$ cat src/kft_pkg.sv
// Shared types, constants and command structs for the keyed file entry table.
`timescale 1ns / 1ps
`default_nettype none

package kft_pkg;

	// Table geometry.
	localparam int TABLE_DEPTH = 16;
	localparam int AW          = $clog2(TABLE_DEPTH);
	localparam int CW          = $clog2(TABLE_DEPTH + 1);

	// Field widths.
	localparam int NAME_W   = 64;
	localparam int TYPE_W   = 8;
	localparam int SIZE_W   = 8;
	localparam int ACCESS_W = 3;
	localparam int PTR_W    = 8;
	localparam int DATE_W   = 32;
	localparam int COUNT_W  = 5;
	localparam int REQ_W    = 2;
	localparam int STAT_W   = 2;

	// Port widths.
	localparam int IN_DATA_W  = 136;
	localparam int OUT_DATA_W = 64;
	localparam int CFG_W      = 8;

	// Values given to every new entry.
	localparam logic [ACCESS_W-1:0] NEW_ACCESS  = ACCESS_W'(7);
	localparam logic [PTR_W-1:0]    NEW_POINTER = '0;
	localparam logic [DATE_W-1:0]   NEW_DATE    = DATE_W'(1540000000);

	// Request codes.
	typedef enum logic [REQ_W-1:0] {
		REQ_ADD    = 2'd0,
		REQ_DELETE = 2'd1,
		REQ_FIND   = 2'd2,
		REQ_COUNT  = 2'd3
	} req_t;

	// Result status codes.
	typedef enum logic [STAT_W-1:0] {
		STAT_OK      = 2'd0,
		STAT_MISSING = 2'd1,
		STAT_FULL    = 2'd2
	} stat_t;

	// Controller states.
	typedef enum logic [2:0] {
		S_IDLE,
		S_ADD,
		S_SCAN,
		S_SH_RD,
		S_SH_WR,
		S_EMIT
	} state_t;

	// One table entry as held in the memory.
	typedef struct packed {
		logic [NAME_W-1:0] name_hi;
		logic [NAME_W-1:0] name_lo;
		logic [TYPE_W-1:0] etype;
		logic [SIZE_W-1:0] esize;
	} entry_t;

	// Commands from the controller to the datapath.
	typedef struct packed {
		logic          load_req;
		logic          rd_en;
		logic [AW-1:0] rd_addr;
		logic          wr_en;
		logic [AW-1:0] wr_addr;
		logic          wr_new;
		logic          cnt_inc;
		logic          cnt_dec;
		logic          track;
		logic          emit;
		stat_t         status;
		logic          show_rec;
	} dp_cmd_t;

	// Status from the datapath to the controller.
	typedef struct packed {
		logic [CW-1:0] count;
		logic          match;
		logic [AW-1:0] match_idx;
		logic          found_v;
		logic          out_free;
	} dp_stat_t;

endpackage

`default_nettype wire

$ cat src/kft_dp.sv
// Datapath: request latch, entry memory, key compare, entry count and output word register.
`timescale 1ns / 1ps
`default_nettype none

module kft_dp (
	input  wire logic                          clk,
	input  wire logic                          arst_n,
	input  wire kft_pkg::dp_cmd_t              cmd,
	output kft_pkg::dp_stat_t                  stat,
	input  wire logic [kft_pkg::IN_DATA_W-1:0] s_tdata,
	input  wire logic                          cfg_valid,
	input  wire logic [kft_pkg::CFG_W-1:0]     cfg_data,
	output logic                               m_tvalid,
	input  wire logic                          m_tready,
	output logic [kft_pkg::OUT_DATA_W-1:0]     m_tdata,
	output logic [kft_pkg::STAT_W-1:0]         m_tuser
);
	import kft_pkg::*;

	logic [NAME_W-1:0]  req_hi_q;
	logic [NAME_W-1:0]  req_lo_q;
	logic [TYPE_W-1:0]  req_type_q;
	logic [SIZE_W-1:0]  default_size_q;
	entry_t             mem_q [TABLE_DEPTH];
	entry_t             rd_data_s1;
	entry_t             wr_data;
	logic [AW-1:0]      rd_idx_s1;
	logic               rd_v_s1;
	logic               match_s1;
	logic [CW-1:0]      count_q;
	logic               found_v_q;
	logic [TYPE_W-1:0]  found_type_q;
	logic [SIZE_W-1:0]  found_size_q;
	logic               out_v_q;
	logic [OUT_DATA_W-1:0] out_data_q;
	stat_t              out_stat_q;
	logic               out_free;

	// Request fields are captured when a word is accepted.
	always_ff @(posedge clk) begin
		if (cmd.load_req) begin
			req_hi_q   <= s_tdata[63:0];
			req_lo_q   <= s_tdata[127:64];
			req_type_q <= s_tdata[135:128];
		end
	end

	// Size register for new entries; the port is always ready.
	always_ff @(posedge clk or negedge arst_n) begin
		if (!arst_n) begin
			default_size_q <= '0;
		end else if (cfg_valid) begin
			default_size_q <= cfg_data;
		end
	end

	// A write stores either the new entry or a word read for compaction.
	always_comb begin
		if (cmd.wr_new) begin
			wr_data = '{name_hi: req_hi_q, name_lo: req_lo_q,
				etype: req_type_q, esize: default_size_q};
		end else begin
			wr_data = rd_data_s1;
		end
	end

	// Entry memory: one write port and one registered read port.
	always_ff @(posedge clk) begin
		if (cmd.wr_en) begin
			mem_q[cmd.wr_addr] <= wr_data;
		end
		if (cmd.rd_en) begin
			rd_data_s1 <= mem_q[cmd.rd_addr];
			rd_idx_s1  <= cmd.rd_addr;
		end
	end

	always_ff @(posedge clk or negedge arst_n) begin
		if (!arst_n) begin
			rd_v_s1 <= 1'b0;
		end else begin
			rd_v_s1 <= cmd.rd_en;
		end
	end

	// Full 16-byte key compare against the entry just read.
	assign match_s1 = rd_v_s1 && (rd_data_s1.name_hi == req_hi_q)
		&& (rd_data_s1.name_lo == req_lo_q);

	// Entry count.
	always_ff @(posedge clk or negedge arst_n) begin
		if (!arst_n) begin
			count_q <= '0;
		end else if (cmd.cnt_inc) begin
			count_q <= count_q + CW'(1);
		end else if (cmd.cnt_dec) begin
			count_q <= count_q - CW'(1);
		end
	end

	// The last matching entry of a find scan wins.
	always_ff @(posedge clk or negedge arst_n) begin
		if (!arst_n) begin
			found_v_q <= 1'b0;
		end else if (cmd.load_req) begin
			found_v_q <= 1'b0;
		end else if (cmd.track && match_s1) begin
			found_v_q <= 1'b1;
		end
	end

	always_ff @(posedge clk) begin
		if (cmd.track && match_s1) begin
			found_type_q <= rd_data_s1.etype;
			found_size_q <= rd_data_s1.esize;
		end
	end

	// Output word register; a new word may load as the old one leaves.
	assign out_free = !out_v_q || m_tready;

	always_ff @(posedge clk or negedge arst_n) begin
		if (!arst_n) begin
			out_v_q <= 1'b0;
		end else if (cmd.emit) begin
			out_v_q <= 1'b1;
		end else if (m_tready) begin
			out_v_q <= 1'b0;
		end
	end

	always_ff @(posedge clk) begin
		if (cmd.emit) begin
			out_stat_q <= cmd.status;
			if (cmd.show_rec) begin
				out_data_q <= {COUNT_W'(count_q), NEW_DATE, NEW_POINTER,
					found_size_q, NEW_ACCESS, found_type_q};
			end else begin
				out_data_q <= {COUNT_W'(count_q), (OUT_DATA_W - COUNT_W)'(0)};
			end
		end
	end

	assign m_tvalid = out_v_q;
	assign m_tdata  = out_data_q;
	assign m_tuser  = out_stat_q;

	assign stat.count     = count_q;
	assign stat.match     = match_s1;
	assign stat.match_idx = rd_idx_s1;
	assign stat.found_v   = found_v_q;
	assign stat.out_free  = out_free;

	// The count never passes the table depth.
	a_count_bound: assert property (@(posedge clk) disable iff (!arst_n)
		count_q <= CW'(TABLE_DEPTH))
		else $error("entry count above table depth");

	// An append happens only with room left.
	a_inc_room: assert property (@(posedge clk) disable iff (!arst_n)
		cmd.cnt_inc |-> count_q < CW'(TABLE_DEPTH))
		else $error("append into a full table");

	// A removal happens only from a non-empty table.
	a_dec_room: assert property (@(posedge clk) disable iff (!arst_n)
		cmd.cnt_dec |-> count_q != '0)
		else $error("removal from an empty table");

	// A result is loaded only when the output register can take it.
	a_emit_free: assert property (@(posedge clk) disable iff (!arst_n)
		cmd.emit |-> out_free)
		else $error("result word overwritten");

endmodule

`default_nettype wire

$ cat src/kft_ctrl.sv
// Controller: sequences add, scan, compaction and result emission.
`timescale 1ns / 1ps
`default_nettype none

module kft_ctrl (
	input  wire logic                      clk,
	input  wire logic                      arst_n,
	input  wire logic                      s_tvalid,
	output logic                           s_tready,
	input  wire logic [kft_pkg::REQ_W-1:0] s_tuser,
	input  wire kft_pkg::dp_stat_t         stat,
	output kft_pkg::dp_cmd_t               cmd
);
	import kft_pkg::*;

	state_t        state_q, state_d;
	req_t          op_q, op_d;
	logic [CW-1:0] ptr_q, ptr_d;
	logic [CW-1:0] ptr_nx;
	stat_t         st_q, st_d;

	assign ptr_nx = ptr_q + CW'(1);

	// State and working registers.
	always_ff @(posedge clk or negedge arst_n) begin
		if (!arst_n) begin
			state_q <= S_IDLE;
			op_q    <= REQ_COUNT;
			ptr_q   <= '0;
			st_q    <= STAT_OK;
		end else begin
			state_q <= state_d;
			op_q    <= op_d;
			ptr_q   <= ptr_d;
			st_q    <= st_d;
		end
	end

	// Next state and datapath commands.
	always_comb begin
		state_d  = state_q;
		op_d     = op_q;
		ptr_d    = ptr_q;
		st_d     = st_q;
		s_tready = 1'b0;
		cmd      = '0;
		cmd.status = st_q;
		cmd.track  = (op_q == REQ_FIND) && (state_q == S_SCAN);

		unique case (state_q)
			S_IDLE: begin
				s_tready = 1'b1;
				if (s_tvalid) begin
					cmd.load_req = 1'b1;
					op_d  = req_t'(s_tuser);
					ptr_d = '0;
					st_d  = STAT_OK;
					unique case (req_t'(s_tuser))
						REQ_ADD:    state_d = S_ADD;
						REQ_DELETE: state_d = S_SCAN;
						REQ_FIND:   state_d = S_SCAN;
						REQ_COUNT:  state_d = S_EMIT;
						default:    state_d = S_EMIT;
					endcase
				end
			end

			S_ADD: begin
				if (stat.count >= CW'(TABLE_DEPTH)) begin
					st_d = STAT_FULL;
				end else begin
					cmd.wr_en   = 1'b1;
					cmd.wr_addr = stat.count[AW-1:0];
					cmd.wr_new  = 1'b1;
					cmd.cnt_inc = 1'b1;
					st_d        = STAT_OK;
				end
				state_d = S_EMIT;
			end

			// One read per cycle; the compare uses the registered read data in the cycle after the read.
			S_SCAN: begin
				if ((op_q == REQ_DELETE) && stat.match) begin
					ptr_d   = CW'(stat.match_idx);
					state_d = S_SH_RD;
				end else if (ptr_q < stat.count) begin
					cmd.rd_en   = 1'b1;
					cmd.rd_addr = ptr_q[AW-1:0];
					ptr_d       = ptr_nx;
				end else begin
					if ((op_q == REQ_FIND) && (stat.found_v || stat.match)) begin
						st_d = STAT_OK;
					end else begin
						st_d = STAT_MISSING;
					end
					state_d = S_EMIT;
				end
			end

			// Compaction: read the next entry, then write it one slot down.
			S_SH_RD: begin
				if (ptr_nx < stat.count) begin
					cmd.rd_en   = 1'b1;
					cmd.rd_addr = ptr_nx[AW-1:0];
					state_d     = S_SH_WR;
				end else begin
					cmd.cnt_dec = 1'b1;
					st_d        = STAT_OK;
					state_d     = S_EMIT;
				end
			end

			S_SH_WR: begin
				cmd.wr_en   = 1'b1;
				cmd.wr_addr = ptr_q[AW-1:0];
				ptr_d       = ptr_nx;
				state_d     = S_SH_RD;
			end

			S_EMIT: begin
				if (stat.out_free) begin
					cmd.emit     = 1'b1;
					cmd.show_rec = (op_q == REQ_FIND) && (st_q == STAT_OK);
					state_d      = S_IDLE;
				end
			end

			default: begin
				state_d = S_IDLE;
			end
		endcase
	end

	// The scan pointer stays within the entry count.
	a_ptr_bound: assert property (@(posedge clk) disable iff (!arst_n)
		(state_q == S_SCAN) |-> ptr_q <= stat.count)
		else $error("scan pointer past entry count");

	// A full status is emitted only when the table holds its full depth of entries.
	a_full_emit: assert property (@(posedge clk) disable iff (!arst_n)
		(cmd.emit && st_q == STAT_FULL) |-> stat.count == CW'(TABLE_DEPTH))
		else $error("full status with room in the table");

	// Writes happen only while adding or compacting.
	a_wr_state: assert property (@(posedge clk) disable iff (!arst_n)
		cmd.wr_en |-> (state_q == S_ADD || state_q == S_SH_WR))
		else $error("memory write outside add or compaction");

endmodule

`default_nettype wire

$ cat src/keyed_file_entry_table.sv
// Top level of the keyed file entry table: controller plus datapath.
//
// Channel   Dir  Handshake            Payload
// s_*       in   s_tvalid/s_tready    tuser: req_type; tdata: name_hi, name_lo, entry_type
// m_*       out  m_tvalid/m_tready    tuser: status; tdata: record fields, entry_count
// cfg_*     in   cfg_valid/cfg_ready  default_size
//
// Count query: acceptance in S_IDLE, then S_EMIT loads the result word; add: S_ADD, then S_EMIT.
// Find: S_SCAN reads every entry, one entry compared per cycle on the single memory read port, then S_EMIT.
// Delete: scan up to the first match, then S_SH_RD and S_SH_WR for each entry moved down the table.
// Reset leaves the table empty and the size register at zero; no clearing pass.
// A result waiting in the output register holds only the next result, not the next request.
`timescale 1ns / 1ps
`default_nettype none

module keyed_file_entry_table (
	input  wire logic                           clk,
	input  wire logic                           arst_n,
	input  wire logic                           s_tvalid,
	output logic                                s_tready,
	// tdata: name_hi [63:0], name_lo [127:64], entry_type [135:128]
	input  wire logic [kft_pkg::IN_DATA_W-1:0]  s_tdata,
	// tuser: req_type [1:0]
	input  wire logic [kft_pkg::REQ_W-1:0]      s_tuser,
	output logic                                m_tvalid,
	input  wire logic                           m_tready,
	// tdata: rec_type [7:0], rec_access [10:8], rec_size [18:11],
	// rec_pointer [26:19], rec_date [58:27], entry_count [63:59]
	output logic [kft_pkg::OUT_DATA_W-1:0]      m_tdata,
	// tuser: status [1:0]
	output logic [kft_pkg::STAT_W-1:0]          m_tuser,
	input  wire logic                           cfg_valid,
	output logic                                cfg_ready,
	input  wire logic [kft_pkg::CFG_W-1:0]      cfg_data
);
	import kft_pkg::*;

	dp_cmd_t  cmd;
	dp_stat_t stat;

	// The size register takes a write in any cycle.
	assign cfg_ready = 1'b1;

	// Request sequencing.
	kft_ctrl u_ctrl (
		.clk      (clk),
		.arst_n   (arst_n),
		.s_tvalid (s_tvalid),
		.s_tready (s_tready),
		.s_tuser  (s_tuser),
		.stat     (stat),
		.cmd      (cmd)
	);

	// Storage, compare and result register.
	kft_dp u_dp (
		.clk       (clk),
		.arst_n    (arst_n),
		.cmd       (cmd),
		.stat      (stat),
		.s_tdata   (s_tdata),
		.cfg_valid (cfg_valid),
		.cfg_data  (cfg_data),
		.m_tvalid  (m_tvalid),
		.m_tready  (m_tready),
		.m_tdata   (m_tdata),
		.m_tuser   (m_tuser)
	);

endmodule

`default_nettype wire

$ cat config.mk
export PLATFORM = sky130hd
export DESIGN_NAME = keyed_file_entry_table
export DESIGN_NICKNAME = d
export VERILOG_FILES = /design/src/kft_pkg.sv /design/src/kft_dp.sv /design/src/kft_ctrl.sv /design/src/keyed_file_entry_table.sv
export SDC_FILE = /design/constraint.sdc
export NUM_CORES = 2
export LEC_CHECK = 0
export ABC_AREA = 1
export BUFFER_PORTS_ARGS = -buffer_cell sky130_fd_sc_hd__clkbuf_2
export CORE_UTILIZATION = 40
export DETAILED_ROUTE_END_ITERATION = 7
export PLACE_DENSITY = 0.52
export REMOVE_ABC_BUFFERS = 1
export SLEW_MARGIN = 0
export SYNTH_ARGS = -nofsm -noshare
export SYNTH_HDL_FRONTEND = slang
export SYNTH_SLANG_ARGS = --single-unit
$ cat constraint.sdc
create_clock -name clk -period 19.3 [get_ports clk]
set_input_delay 3.86 -clock clk [delete_from_list [all_inputs] [get_ports clk]]
set_output_delay 3.86 -clock clk [all_outputs]
set_load 0.05 [all_outputs]
* Yosys cells after proc, flatten, opt, wreduce, memory -nomap -nowiden
Memory sizes are Yosys's and may differ from the RTL's. A register that Yosys moved wholly into a read port is not among the register bits.
Cells that the tools add are included.
Widths: inputs -> output; s select.
** Cells by class
- $add $sub $neg :: 3
- Multiply operators :: 0
- Div/mod/pow operators :: 0
- Order comparisons :: 3
- Equality and inequality tests :: 19
- Shift operators :: 0
- Mux-type cells :: 44
- Bitwise operators :: 0
- Reduce and logical (&&, ||, !) cells :: 23
** Operators with widths (number)
- $mux 144 :: 1
- $eq 64x64->1 :: 2
- $mux 58 :: 1
- $mux 5 :: 8
- $pmux 5 s2 :: 2
- $pmux 3 s6 :: 1
- $mux 1 :: 17
- $pmux 5 s3 :: 1
- $mux 2 :: 6
- $mux 3 :: 4
- $add 5x1->5 const B :: 2
- $lt 5x5->1 :: 2
- $pmux 3 s3 :: 1
- $ne 2x2->1 const B :: 4
- $pmux 2 s4 :: 1
- $logic_and 1x1->1 :: 7
- $mux 7 :: 1
- $eq 2x2->1 const B :: 3
- $eq 3x2->1 const B :: 2
- $eq 3x3->1 const B :: 2
- $ne 3x3->1 const B :: 2
- $reduce_and 3->1 :: 2
- $reduce_bool 2->1 :: 3
- $ge 5x5->1 const B :: 1
- 13 further kinds :: 16
** Storage, ports and cells
- Bits in registers :: 250
- Bits in latches :: 0
- RAM bits :: 2304
- ROM bits :: 0
- Input port bits :: 151
- Output and inout bits :: 69
- Word-level logic and storage cells :: 111
- Memories :: 1
** Memories
- u_dp.mem_q :: words 16, width 144, rd ports 1, clocked after Yosys merged registers in 1, wr ports 1, line kft_dp.sv:24 : entry_t mem_q [TABLE_DEPTH];

* Logic depth before layout (Yosys ltp)
- Depth in word-level cells :: 9
- Gate-level depth with buffers :: 22
- Mapped depth without buffers :: 19

* By module
From an unflattened synthesis, not the netlist that was laid out.
** Unflattened totals
- Cell total of the unflattened synthesis :: 7980
- Area, all modules :: 105396.1 um2
** By module, submodules not included
- kft_dp :: times used 1, cells an instance 7795, area each 104243.7 um2, sequential area each 79316.1 um2
- kft_ctrl :: times used 1, cells an instance 183, area each 1141.1 um2, sequential area each 302.8 um2
- keyed_file_entry_table :: times used 1, cells an instance 2, area each 11.3 um2, sequential area each 0.0 um2

* Least setup slack after synthesis
OpenSTA, ideal clock, no wires.
- Kind :: register -> register
- From :: register u_ctrl.state_q[0]
- To :: memory u_dp.mem_q[0][0] in the netlist's numbering, enable pin
- Setup time :: 860 ps
- Data arrival time :: 11659 ps
- Data required time :: 18440 ps
- Path slack :: 6781 ps
- Stages on the path, launching flop included :: 10
- Buffers on the path :: 0
- Cell sequence :: dfrtp_1 -> inv_1 -> nor2_1 -> nand2_1 -> nor2_1 -> clkinv_1 -> o22ai_1 -> inv_1 -> nand2_1 -> a211oi_1
** Between the ends
- Longest elaborated chain between the ends :: 4
** RTL lines
- start, declared :: line kft_ctrl.sv:16 : state_t state_q, state_d;
- start signal, assigned :: line kft_ctrl.sv:32 : state_q <= state_d;
- $eq 3x3->1 or $eq 3x1->1 (tied branches) :: line kft_ctrl.sv:50 : unique case (state_q)
- $pmux 5 s2 * :: line kft_ctrl.sv:50
- $mux 1 :: line kft_dp.sv:69 : if (cmd.wr_en) begin
- $mux 1 (implied by the code) :: line kft_dp.sv:70 : mem_q[cmd.wr_addr] <= wr_data;
- end, declared :: line kft_dp.sv:24
Every way passes the cells marked *; elsewhere a longest branch is shown, timed or not.

* Worst setup path in the final report
- From :: register u_dp.req_lo_q[40]
- To :: register, netlist name u_dp.rd_data_s1[41]
** Between the ends
- Longest elaborated chain between the ends :: 5
** RTL lines
- start, declared :: line kft_dp.sv:21 : logic [NAME_W-1:0] req_lo_q;
- start signal, assigned :: line kft_dp.sv:43 : req_lo_q <= s_tdata[127:64];
- $eq 64x64->1 :: line kft_dp.sv:88 : && (rd_data_s1.name_lo == req_lo_q);
- $logic_and 1x1->1 :: line kft_dp.sv:88
- $logic_and 1x1->1 :: line kft_ctrl.sv:83 : if ((op_q == REQ_DELETE) && stat.match) begin
- $mux 5 :: line kft_ctrl.sv:83
- $pmux 5 s2 :: line kft_ctrl.sv:50
Every way passes these cells.
A chain may end at the register's enable or synchronous reset.

==> metrics.txt <==
met2 usage=40.8%; outcome=complete, but fails checks; post-synthesis sequential area ratio=approximately 68%; Post-Place Cell Area=between 100000 and 150000 um^2; die span in y=approximately 540 um; critical-path maximum fanout=76; final wirelength=approximately 380000 um; I/O pin count=220; setup_tns=0 ns; clock-pin slew on the worst setup and hold paths=~0.060 ns; CTS sink cnt=2656; dominant synthesized flop cell=edfxtp_1; Final setup viols=0; final number of max-transition violations=0; GR Util met3=between 3 and 4%; via/cell ratio=5.32; Yosys cell types=41; Hold Slack=between 0.4 and 0.5 ns; Final Hold Vio Count=0; cts repair resizes=0; hold buffers post-CTS=0; Die Wd=544 um; clock latency on the worst-skew pair=around 0.92 ns; ANT nets after route=0; met1 Use GR=35.4%; static leakage=around 53 nW; Peak VDD IR=approximately 0.14 mV; Tot Pwr=roughly 0.018 W; RSZ-0062 raised after global routing=no; Layout Cells excl Fill=about 15000; total setup buffers inserted after CTS=0; total die area=296000 um^2; Req. time, crit path=between 15 and 20 ns; Period minus WS final=roughly 7.4 ns; post-synthesis cell area=117000 um^2; Post-synth EDFFs=2628; Max Clk Rate=around 0.14 GHz; global-route wire length before repair=approximately 550000 um; CTS tree=done; largest net degree at the start of global routing=approximately 190; RD Place Congestion=around 0.93; Tot GR Track Use=25.3%; DR pass1 iterations=8; Worst Setup Start Kind=register; total number of vias=~81000; Slew headroom=under 10%; Placed Cells=14707; finished layout cell area=roughly 130000 um^2; Min-Delay Path Class=reg -> reg; nets@finish=about 11000; Starting Density=between 40 and 50%; GRT busiest layer=met2; Final period util=roughly two fifths; post-detail-place hpwl=about 200000 um; Initial DRC Count=between 9000 and 10000; clk_skew=between 0.04 and 0.05 ns; FP Rows=198; Core Footprint=between 200000 and 300000 um^2; Overflow after GRT=0; layout cells sized above 1=between 7 and 8%; synth warn=0; initial antenna violation count=29; number of CTS-inserted buffers=299; Port Buffers=190; CP Class=reg -> reg; WP data arrival=around 8 ns; Worst Max-Slew Pin Slew=1.45 ns; H-tree depth=5; average routed wire per standard cell=approximately 25 um; clk root buf=clkbuf_16; Mean Syn Cell Area=between 10 and 15 um^2; number of global-route vias before repair=around 76000; CP Capture Type=register; PwrDens=about 140 nW/um^2; failing checks=DRC; cell count after synthesis=~11000; #FFs+latches synth=approximately 2700; area grow syn2layout=12.2%; FFs w/ async S/R, synth=under 10%; clk buf depth=4; Max Cap Viol=0; DRC violations left=4
[synth_stat cells, types with 6 or more instances]
library cell	count	share of area, %
buf_2	258	1.1
o21ai_1	8	0.034
nand4_1	54	0.29
nand3b_1	434	2.8
nor2_1	190	0.61
buf_1	70	0.22
inv_2	32	0.10
or2_2	9	0.048
clkbuf_1	279	0.89
a21oi_1	6	0.026
buf_4	70	0.45
nand2_1	2237	7.1
nor4_1	12	0.064
o21ai_0	156	0.66
dfrtp_1	26	0.55
nand3_1	2639	11
inv_1	1854	5.9
nor3_1	10	0.043
o22ai_1	8	0.043
xor2_1	12	0.089
edfxtp_1	2628	67
ha_1	13	0.14
xnor2_1	19	0.14
[per-layer routing]
metal	vias to the layer above	share of wire [%]	wire length, um
met3	535	6.7	25600
met1	40417	43	165000
met4	6	3.4	12900
met2	3066	47	178000
li1	37162	-	-
met5	-	0.0092	35
[placed cells by master, fill, tap and decap left out, drive strengths merged, types with 3 or more instances in the layout]
master / n
nor4: 12
or2: 9
o2111ai: 3
nand4: 54
diode: 13
clkbuf: 558
and2: 5
ha: 13
xnor2: 19
dfrtp: 26
nor3: 11
edfxtp: 2628
o22ai: 8
clkinv: 128
xor2: 12
buf: 214
a21oi: 6
o21ai: 164
nand2: 2238
bufinv: 20
inv: 1904
nand3: 2639
conb: 29
clkinvlp: 6
nand3b: 434
nor2: 191
[critical path, cell delays in order, from the launching register on]
cell and delay [ns]:
edfxtp_1 0.40, xnor2_1 0.82, nand3_1 0.17, nor2_1 0.15, nand2_1 0.06, nor2_1 0.21, nand3_1 0.13, nor2_2 0.41
nand2_1 0.22, nand3_4 0.49, buf_4 0.81, buf_4 0.77, buf_4 0.76, buf_4 0.81, nand3_1 0.15, nand3_1 0.13
nand3_1 0.08, nand3_1 0.14, nand2_1 0.08
[flip-flops by register name, summed over array words and instances (netlist names), 22 cells and up]
signal and cells:
u_dp.rd_data_s1 144, u_dp.m_tdata 22, u_dp.req_lo_q 64, u_dp.mem_q 2304
u_dp.req_hi_q 64
[power by group]
part,switching [W],internal [W],total [W]
Clock,0.00236,0.00319,0.00555
Combinational,0.00374,0.00117,0.00491
Sequential,0.000220,0.00777,0.00799
Total,0.00633,0.0121,0.0185
[cell families after synthesis]
kind of cell | synth area share [%]
fa+ha+maj | 0.155
other cells | 0.00639
compound gates | 0.837
buf+inv | 8.72
xor+xnor | 0.231
flops | 67.8
simple gates | 22.3
[final timing paths]
path                                      from              endpoint  slack (ns)  depth (start not counted)
hold / removal             u_dp.rd_data_s1[15]  u_dp.found_type_q[7]        0.45                          0
setup / recovery             u_dp.req_lo_q[40]   u_dp.rd_data_s1[41]       11.94                         18
setup reg to reg             u_dp.req_lo_q[40]   u_dp.rd_data_s1[41]       11.94                         18
min in group asynchronous               arst_n        u_ctrl.st_q[1]        3.08                          1
hold reg to reg            u_dp.rd_data_s1[15]  u_dp.found_type_q[7]        0.45                          0
max in group asynchronous               arst_n        u_dp.found_v_q       15.61                          1
[area by class of cell]
type / instances / area, um^2
well taps: 3900 / 4880
diodes: 13 / 32.5
clock inverters: 169 / 1540
multi-input cells: 5858 / 27900
clock buffers: 368 / 7880
repair buffers: 404 / 2770
flip-flops and latches: 2656 / 79600
fillers: 26958 / 160000
inverters: 1889 / 7120
[through the flow]
step	setup slack, ns	utilization [%]
after floorplan	-35.06	-
after global placement	11.73	42.0
after detailed placement	11.69	42.0
after CTS	12.15	45.2
after global routing	11.67	45.2
final	11.94	45.2
Note: power is estimated with default switching activity, not from simulation.
